<file path="src/design/ssfl_pkg.sv">
// Shared types and constants for the streaming first/last substring search.
// Holds the beat structs, the configuration register set and register indexes.
// No dependencies.
package ssfl_pkg;

  localparam int POS_W       = 16;
  localparam int PAT_W       = 64;
  localparam int LEN_REG_W   = 4;
  localparam int CFG_IDX_W   = 2;
  localparam int DEF_MAX_PAT = 8;
  localparam int DEF_MAX_TXT = 65536;

  typedef enum logic [CFG_IDX_W-1:0] {
    CFG_PATTERN_BYTES  = 2'd0,
    CFG_PATTERN_LENGTH = 2'd1,
    CFG_SEARCH_LAST    = 2'd2,
    CFG_POSITION_BOUND = 2'd3
  } cfg_reg_e;

  typedef struct packed {
    logic [7:0] text_byte;
    logic       final_byte;
  } in_beat_t;

  typedef struct packed {
    logic             found;
    logic [POS_W-1:0] match_position;
    logic             too_long;
  } out_beat_t;

  typedef struct packed {
    logic [PAT_W-1:0]     pattern_bytes;
    logic [LEN_REG_W-1:0] pattern_length;
    logic                 search_last;
    logic [POS_W-1:0]     position_bound;
  } cfg_t;

endpackage

</file>
<file path="src/design/ssfl_cfg.sv">
// Configuration register file for the substring search.
// Decodes the plain write port and derives the clamped pattern length.
// Depends on ssfl_pkg.
module ssfl_cfg
  import ssfl_pkg::*;
#(
  parameter int MAX_PATTERN = DEF_MAX_PAT,
  parameter int LEN_W       = $clog2(MAX_PATTERN + 1)
) (
  input  logic                  clk,
  input  logic                  rst_n,
  input  logic                  cfg_wen,
  input  logic [CFG_IDX_W-1:0]  cfg_index,
  input  logic [PAT_W-1:0]      cfg_wdata,
  output cfg_t                  cfg,
  output logic [LEN_W-1:0]      eff_len
);

  cfg_t cfg_r, cfg_nxt;

  always_comb begin
    cfg_nxt = cfg_r;
    if (cfg_wen) begin
      unique case (cfg_reg_e'(cfg_index))
        CFG_PATTERN_BYTES:  cfg_nxt.pattern_bytes  = cfg_wdata;
        CFG_PATTERN_LENGTH: cfg_nxt.pattern_length = cfg_wdata[LEN_REG_W-1:0];
        CFG_SEARCH_LAST:    cfg_nxt.search_last    = cfg_wdata[0];
        CFG_POSITION_BOUND: cfg_nxt.position_bound = cfg_wdata[POS_W-1:0];
        default:            cfg_nxt = cfg_r;
      endcase
    end
  end

  always_ff @(posedge clk) begin
    if (!rst_n) begin
      cfg_r.pattern_bytes  <= '0;
      cfg_r.pattern_length <= LEN_REG_W'(1);
      cfg_r.search_last    <= 1'b0;
      cfg_r.position_bound <= '0;
    end else begin
      cfg_r <= cfg_nxt;
    end
  end

  // clamp length to 1..MAX_PATTERN
  always_comb begin
    if (cfg_r.pattern_length == '0) begin
      eff_len = LEN_W'(1);
    end else if (cfg_r.pattern_length > LEN_REG_W'(MAX_PATTERN)) begin
      eff_len = LEN_W'(MAX_PATTERN);
    end else begin
      eff_len = LEN_W'(cfg_r.pattern_length);
    end
  end

  assign cfg = cfg_r;

endmodule

</file>
<file path="src/design/ssfl_cmp.sv">
// Parallel window compare: one comparator row per possible pattern length.
// The row matching the configured length selects the hit.
// Depends on ssfl_pkg.
module ssfl_cmp
  import ssfl_pkg::*;
#(
  parameter int MAX_PATTERN = DEF_MAX_PAT,
  parameter int LEN_W       = $clog2(MAX_PATTERN + 1),
  parameter int WIN_W       = MAX_PATTERN * 8
) (
  input  logic [WIN_W-1:0] window,
  input  logic [PAT_W-1:0] pattern,
  input  logic [LEN_W-1:0] len,
  output logic             hit
);

  logic [MAX_PATTERN-1:0] row_hit;
  logic [MAX_PATTERN-1:0] row_sel;

  // row r checks length r+1: pattern byte k against window lane r-k
  for (genvar r = 0; r < MAX_PATTERN; r++) begin : g_row
    logic [MAX_PATTERN-1:0] eq;
    for (genvar k = 0; k < MAX_PATTERN; k++) begin : g_lane
      if (k <= r) begin : g_used
        assign eq[k] = (pattern[8*k +: 8] == window[8*(r-k) +: 8]);
      end else begin : g_unused
        assign eq[k] = 1'b1;
      end
    end
    assign row_hit[r] = &eq;
    assign row_sel[r] = (len == LEN_W'(r + 1));
  end

  assign hit = |(row_hit & row_sel);

endmodule

</file>
<file path="src/design/substring_first_last_search.sv">
// Streaming first/last substring search, top level.
// Instantiates ssfl_cfg and ssfl_cmp; depends on ssfl_pkg.
//
// Usage:
//   Text bytes arrive on the in_ channel (valid/stall), one per beat, with
//   final_byte set on the last byte of a text. A pattern of 1..MAX_PATTERN bytes,
//   its length, the search mode and the position bound are set through the cfg_
//   write port while the block is idle.
//   Each accepted byte lands in an input register; the window compare then runs
//   on it, and the search state updates as it leaves that register. A final byte
//   loads one result beat (found, match_position, too_long) into the output
//   register as it leaves the input register, and clears the search state.
//   Bytes enter at one per cycle while in_stall is low (combinational compare).
//   When out_stall holds a waiting result, ordinary bytes still flow; a new
//   final byte waits in the input register and in_stall rises until the
//   output register frees.
//   Reset (rst_n low, synchronous) clears all search state, empties both
//   registers and returns the configuration to its defaults (length 1).
module substring_first_last_search
  import ssfl_pkg::*;
#(
  parameter int MAX_PATTERN = DEF_MAX_PAT,
  parameter int MAX_TEXT    = DEF_MAX_TXT
) (
  input  logic                 clk,
  input  logic                 rst_n,
  input  logic                 in_valid,
  output logic                 in_stall,
  input  in_beat_t             in_beat,
  output logic                 out_valid,
  input  logic                 out_stall,
  output out_beat_t            out_beat,
  input  logic                 cfg_wen,
  input  logic [CFG_IDX_W-1:0] cfg_index,
  input  logic [PAT_W-1:0]     cfg_wdata
);

  localparam int LEN_W = $clog2(MAX_PATTERN + 1);
  localparam int WIN_W = MAX_PATTERN * 8;
  localparam int REC_W = (MAX_PATTERN > 1) ? (MAX_PATTERN - 1) * 8 : 8;
  localparam int CNT_W = $clog2(MAX_TEXT) + 1;
  localparam int CMP_W = (CNT_W > POS_W) ? CNT_W : POS_W + 1;

  cfg_t             cfg;
  logic [LEN_W-1:0] eff_len;
  logic             hit;

  logic             s1_valid_r, s1_valid_nxt;
  in_beat_t         s1_beat_r;
  logic             out_valid_r, out_valid_nxt;
  out_beat_t        out_beat_r, out_beat_nxt;

  logic [REC_W-1:0] recent_r, recent_nxt;
  logic [CNT_W-1:0] count_r, count_nxt;
  logic [POS_W-1:0] best_r, best_nxt;
  logic             have_r, have_nxt;
  logic             ovf_r, ovf_nxt;

  logic [REC_W+7:0] win_full;
  logic [WIN_W-1:0] window;
  logic             out_free, s1_go, fire, in_take;
  logic             past_end, reach, take;
  logic [CNT_W-1:0] idx_inc, len_ext, start;
  logic [CMP_W-1:0] start_c, bound_c;

  ssfl_cfg #(
    .MAX_PATTERN (MAX_PATTERN),
    .LEN_W       (LEN_W)
  ) u_cfg (
    .clk       (clk),
    .rst_n     (rst_n),
    .cfg_wen   (cfg_wen),
    .cfg_index (cfg_index),
    .cfg_wdata (cfg_wdata),
    .cfg       (cfg),
    .eff_len   (eff_len)
  );

  assign win_full = {recent_r, s1_beat_r.text_byte};
  assign window   = win_full[WIN_W-1:0];

  ssfl_cmp #(
    .MAX_PATTERN (MAX_PATTERN),
    .LEN_W       (LEN_W),
    .WIN_W       (WIN_W)
  ) u_cmp (
    .window  (window),
    .pattern (cfg.pattern_bytes),
    .len     (eff_len),
    .hit     (hit)
  );

  // handshake
  assign out_free = !out_valid_r || !out_stall;
  assign s1_go    = !s1_beat_r.final_byte || out_free;
  assign fire     = s1_valid_r && s1_go;
  assign in_stall = s1_valid_r && !s1_go;
  assign in_take  = in_valid && !in_stall;

  // match position arithmetic
  assign past_end = (count_r >= CNT_W'(MAX_TEXT));
  assign idx_inc  = count_r + CNT_W'(1);
  assign len_ext  = CNT_W'(eff_len);
  assign reach    = (idx_inc >= len_ext);
  assign start    = idx_inc - len_ext;
  assign start_c  = CMP_W'(start);
  assign bound_c  = CMP_W'(cfg.position_bound);

  always_comb begin
    if (cfg.search_last) begin
      take = reach && hit && (start_c <= bound_c);
    end else begin
      take = reach && hit && !have_r && (start_c >= bound_c);
    end
  end

  always_comb begin
    recent_nxt    = recent_r;
    count_nxt     = count_r;
    best_nxt      = best_r;
    have_nxt      = have_r;
    ovf_nxt       = ovf_r;
    out_beat_nxt  = out_beat_r;
    out_valid_nxt = out_valid_r && out_stall;
    if (fire) begin
      recent_nxt = win_full[REC_W-1:0];
      if (past_end) begin
        ovf_nxt = 1'b1;
      end else begin
        count_nxt = idx_inc;
        if (take) begin
          best_nxt = POS_W'(start);
          have_nxt = 1'b1;
        end
      end
      if (s1_beat_r.final_byte) begin
        out_valid_nxt               = 1'b1;
        out_beat_nxt.found          = have_nxt;
        out_beat_nxt.match_position = have_nxt ? best_nxt : '0;
        out_beat_nxt.too_long       = ovf_nxt;
        // drop search state for the next text
        recent_nxt = '0;
        count_nxt  = '0;
        best_nxt   = '0;
        have_nxt   = 1'b0;
        ovf_nxt    = 1'b0;
      end
    end
  end

  always_comb begin
    if (in_take) begin
      s1_valid_nxt = 1'b1;
    end else if (fire) begin
      s1_valid_nxt = 1'b0;
    end else begin
      s1_valid_nxt = s1_valid_r;
    end
  end

  always_ff @(posedge clk) begin
    if (!rst_n) begin
      s1_valid_r  <= 1'b0;
      out_valid_r <= 1'b0;
      recent_r    <= '0;
      count_r     <= '0;
      best_r      <= '0;
      have_r      <= 1'b0;
      ovf_r       <= 1'b0;
    end else begin
      s1_valid_r  <= s1_valid_nxt;
      out_valid_r <= out_valid_nxt;
      recent_r    <= recent_nxt;
      count_r     <= count_nxt;
      best_r      <= best_nxt;
      have_r      <= have_nxt;
      ovf_r       <= ovf_nxt;
    end
  end

  always_ff @(posedge clk) begin
    if (in_take) begin
      s1_beat_r <= in_beat;
    end
    out_beat_r <= out_beat_nxt;
  end

  assign out_valid = out_valid_r;
  assign out_beat  = out_beat_r;

  a_no_pos_without_match: assert property (@(posedge clk) disable iff (!rst_n)
    out_valid_r && !out_beat_r.found |-> out_beat_r.match_position == '0)
    else $error("match_position nonzero on a not-found result");

  a_final_clears: assert property (@(posedge clk) disable iff (!rst_n)
    fire && s1_beat_r.final_byte |=> count_r == '0 && !have_r && !ovf_r)
    else $error("search state not cleared after a final byte");

  a_count_bounded: assert property (@(posedge clk) disable iff (!rst_n)
    count_r <= CNT_W'(MAX_TEXT))
    else $error("byte count past text limit");

  a_stall_cause: assert property (@(posedge clk) disable iff (!rst_n)
    in_stall |-> s1_beat_r.final_byte && out_valid_r && out_stall)
    else $error("input stalled without a blocked result");

  a_final_loads_result: assert property (@(posedge clk) disable iff (!rst_n)
    fire && s1_beat_r.final_byte |=> out_valid_r)
    else $error("final byte produced no result");

endmodule
</file>
<file path="config.mk">
export PLATFORM = sky130hd
export DESIGN_NAME = substring_first_last_search
export DESIGN_NICKNAME = d
export VERILOG_FILES = /design/src/design/ssfl_pkg.sv /design/src/design/ssfl_cfg.sv /design/src/design/ssfl_cmp.sv /design/src/design/substring_first_last_search.sv
export SDC_FILE = /design/constraint.sdc
export NUM_CORES = 1
export LEC_CHECK = 0
export BUFFER_PORTS_ARGS = -buffer_cell sky130_fd_sc_hd__buf_2
export CAP_MARGIN = 15
export CORE_ASPECT_RATIO = 0.5
export CORE_MARGIN = 2
export CORE_UTILIZATION = 35
export DETAILED_ROUTE_END_ITERATION = 8
export PLACE_DENSITY_LB_ADDON = 0.25
export SYNTH_ARGS = -nofsm -noshare
export SYNTH_HDL_FRONTEND = slang
export SYNTH_SLANG_ARGS = --single-unit
export TNS_END_PERCENT = 10
</file>
<file path="constraint.sdc">
create_clock -name clk -period 9.05 [get_ports clk]
set_input_delay 2.715 -clock clk [delete_from_list [all_inputs] [get_ports clk]]
set_output_delay 2.715 -clock clk [all_outputs]
set_load 0.01 [all_outputs]
</file>
==> results.py <==
metrics = {
    "timing": {
        "slew_viol_final": 0,
        "skew_ns": 0.0236,
        "finalSetupTns_ns": 0,
        "period_minus_slack_ns": 6.50,
        "rsz0062_at_grt": "no",
        "timing.hold.ws_ns": 0.455,
        "fmax_mhz": 154,
        "hold_viol_final": 0,
        "slew_headroom_pct": 27.4,
        "tightestPinTransition_ns": 1.09,
        "setup_viol": 0,
        "period_share_pct": 71.8,
    },
    "global_routing": {
        "grt.overflow.total": 0,
        "grt_usage_pct": 23.2,
        "antenna_found_initial": 0,
        "grt_pass1_vias": 10500,
        "grt_first_pass_wirelength_mm": 65.8,
        "grt_max_degree": 78,
    },
    "die": {
        "rows": 48,
        "core_um2": 34900,
        "die_h_um": 138,
        "initial_core_util_pct": 36.0,
        "dieArea_um2": 37500,
        "fp.dieW_um": 272,
        "ioPinCount": 100,
    },
    "min_path": {
        "whs_endpoint": "u_cfg.cfg[14]",
        "min_from": "u_cfg.cfg[14]",
        "hold_depth": 2,
        "min-delay-path-class": "reg2reg",
    },
    "worst_setup_path": {
        "rrSetupSlack_ns": 2.55,
        "arrival_ns": 6.79,
        "rr_endpoint": "out_beat[17]",
        "cp_num_buf_inv": 1,
        "rr_startpoint": "count_r[0]",
        "cp-end-kind": "register",
        "crit_fanout": 21,
        "cp-start-kind": "register",
        "cp_slowest_stage_delay_ns": 0.83,
        "crit_type": "reg2reg",
        "required_ns": 9.34,
        "cp_common_cell": "ha_1",
        "cp_cell_sequence": "ha_1, xor2_1, ha_1, o21a_1, o31a_1, a2111oi_2, and2_1, a22oi_1, xnor2_1, ha_1, and3_1, a221o_1, a221oi_1, o21ai_0, nand2b_1, a21o_1, a32oi_2, nor2_1, buf_4, or2_2",
        "rr_worst_depth": 20,
        "cp_slowest_cell": "a32oi_2",
        "critPathTopFamily": "compound AO/OA/AOI/OAI gates",
    },
    "placed_design": {
        "io_buffers": 99,
        "hpwlAfterDp_mm": 30.4,
        "gp_congestion": 0.999,
        "post_dp_cell_area_um2": 13100,
    },
    "final_layout": {
        "antenna-diode-count": 0,
        "nNetsFinal": 1664,
        "drive_gt1_share_pct": 10.1,
        "area_growth_pct": 9.37,
        "fin_area_um2": 13700,
        "fillers": 3661,
    },
    "synthesis": {
        "ys_types": 60,
        "syn_avg_cell_area_um2": 7.85,
        "synth_top_area_share_pct": 28.4,
        "synth.most_common_cell": "nand2_1",
        "ys_top_cells_by_area": "dfxtp_1 28%, xnor2_1 15%, nand2_1 8.0%, xor2_1 7.0%, a21oi_1 6.5%",
        "synth_edf_count": 27,
        "async_flop_share_pct": 0,
        "synth_top_area_cell": "dfxtp_1",
        "ys_ff_latch": 205,
        "yosysSeqAreaShare_pct": 34.8,
        "yosys-top-cells-count": "268 x nand2_1, 214 x xnor2_1, 178 x dfxtp_1",
        "synth_warnings": 0,
        "ys.flop_type": "dfxtp_1",
        "syn_area_um2": 12600,
        "synthCells": 1601,
        "syn-num-nets": 1704,
    },
    "cts": {
        "cts_repair_resize_count": 0,
        "clock_path_buffers": 3,
        "cts-buffers-inserted": 21,
        "clk-insertion-delay-late_ns": 0.55,
        "cts.htree.levels": 1,
        "postCtsSetupBuffers": 0,
        "clkSinkCount": 205,
        "cts_tree": "done",
        "clk_pin_slew_ns": 0.07,
        "cts-hold-fix-buffers": 0,
        "root_buffer": "clkbuf_16",
    },
    "routing": {
        "firstDrtPassIters": 5,
        "wirelength_mm": 43.6,
        "vias_per_cell": 5.45,
        "drc": 0,
        "drtAntennaViolNets": 0,
        "drt_iter0_markers": 1307,
        "vias": 11200,
        "wl_per_cell_um": 21.3,
    },
    "power": {
        "leakage_nw": 4.87,
        "power.switching_uw": 656,
        "peakVddDrop_mv": 0.110,
        "clkPwrFrac_pct": 40.3,
        "p_per_area_nw_per_um2": 161,
        "comb_power_share_pct": 14.7,
        "swShare_pct": 29.6,
        "seqPwrFrac_pct": 45.0,
        "p_int_mw": 1.56,
    },
    "flow_run": {
        "maxCapViolations": 0,
    },
    "outcome": {
        "status": "finished, final reports clean",
    },
}
[kinds of logic (layout without fill, tap and decap cells)]
logic type / after synthesis / after routing / share of synthesized area (%)
AND/OR/NAND/NOR: 574 / 574 / 21.3
AO/OA/AOI/OAI: 263 / 263 / 12.4
buffers and inverters: 215 / 190 / 6.65
multiplexers: 6 / 6 / 0.478
adder cells (fa/ha/maj): 23 / 23 / 2.35
XOR/XNOR: 315 / 315 / 22.0
flip-flops: 205 / 205 / 34.8
[worst max path at each step]
stage | startpoint | cells after the start | to
floorplan | out_stall | 2 | in_stall
global placement | count_r[0] | 20 | out_beat[17]
detailed placement | count_r[0] | 20 | out_beat[17]
CTS | count_r[0] | 20 | out_beat[17]
global route | count_r[0] | 20 | out_beat[17]
finish | count_r[0] | 20 | out_beat[17]
[registers in the layout, summed over array words and instances, names as in the netlist]
signal and count:
ovf_r 1, u_cfg.cfg 85, best_r 16, s1_valid_r 1, s1_beat_r 9, recent_r 56, out_beat 18, have_r 1
count_r 17, out_valid 1
[worst register-to-register path, stage by stage (launching register included)]
cell and delay, ns:
dfxtp_1 0.46, ha_1 0.44, xor2_1 0.19, ha_1 0.30, o21a_1 0.19, o31a_1 0.13
a2111oi_2 0.69, and2_1 0.24, a22oi_1 0.08, xnor2_1 0.31, ha_1 0.31, and3_1 0.20
a221o_1 0.35, a221oi_1 0.23, o21ai_0 0.15, nand2b_1 0.17, a21o_1 0.17, a32oi_2 0.83
nor2_1 0.28, buf_4 0.27, or2_2 0.28
[cell usage in the layout, fill, tap and decap left out, types with 6 or more instances in the layout]
master	netlist	layout
o211ai_1	12	12
buf_2	8	99
inv_1	41	40
nor3_1	20	20
nand3_1	99	99
mux2i_1	6	6
clkbuf_1	115	7
xnor2_1	214	214
nor4_1	40	40
clkbuf_16	0	21
nand2_1	268	267
a21oi_1	163	163
nor2_1	50	50
xor2_1	101	101
o21ai_0	31	31
a31oi_1	8	8
nand4_1	60	60
ha_1	22	22
dfxtp_1	178	177
a32oi_1	7	7
edfxtp_1	27	27
buf_4	3	11
[final cells by class]
class,instances,area (um^2),area share [%]
Clock buffer,32,607,4.42
Clock inverter,6,65.1,0.473
Inverter,42,160,1.17
Multi-Input combinational cell,1181,7360,53.6
Sequential cell,205,4380,31.8
Tap cell,475,594,4.32
Timing Repair Buffer,110,578,4.21
[power by group through the flow]
stage | clock, mW | sequential [mW] | combinational [mW]
after floorplan | 0 | 0.970 | 0.259
after global placement | 0 | 1.01 | 0.317
after detailed placement | 0 | 1.01 | 0.320
after CTS | 0.904 | 0.993 | 0.321
after global routing | 0.940 | 0.996 | 0.361
final | 0.892 | 0.996 | 0.325
[metrics by stage]
| step | utilization (%) | power [mW] | instances | worst slack, ns |
|---|---|---|---|---|
| global route | 39.4 | 2.30 | 2051 | 2.10 |
| global placement | 37.5 | 1.33 | 2013 | 2.78 |
| finish | 39.4 | 2.21 | 2051 | 2.55 |
| floorplan | - | 1.23 | 1601 | 3.29 |
| CTS | 39.4 | 2.22 | 2051 | 2.62 |
| detailed placement | 37.5 | 1.33 | 2013 | 2.63 |
[layer usage]
layer	GRT usage, %	share of wire (%)
met1	32.0	46
met2	36.5	43
met3	5.14	8.1
met4	6.35	2.8
met5	0	0
Power figures use the tool's default switching activity.
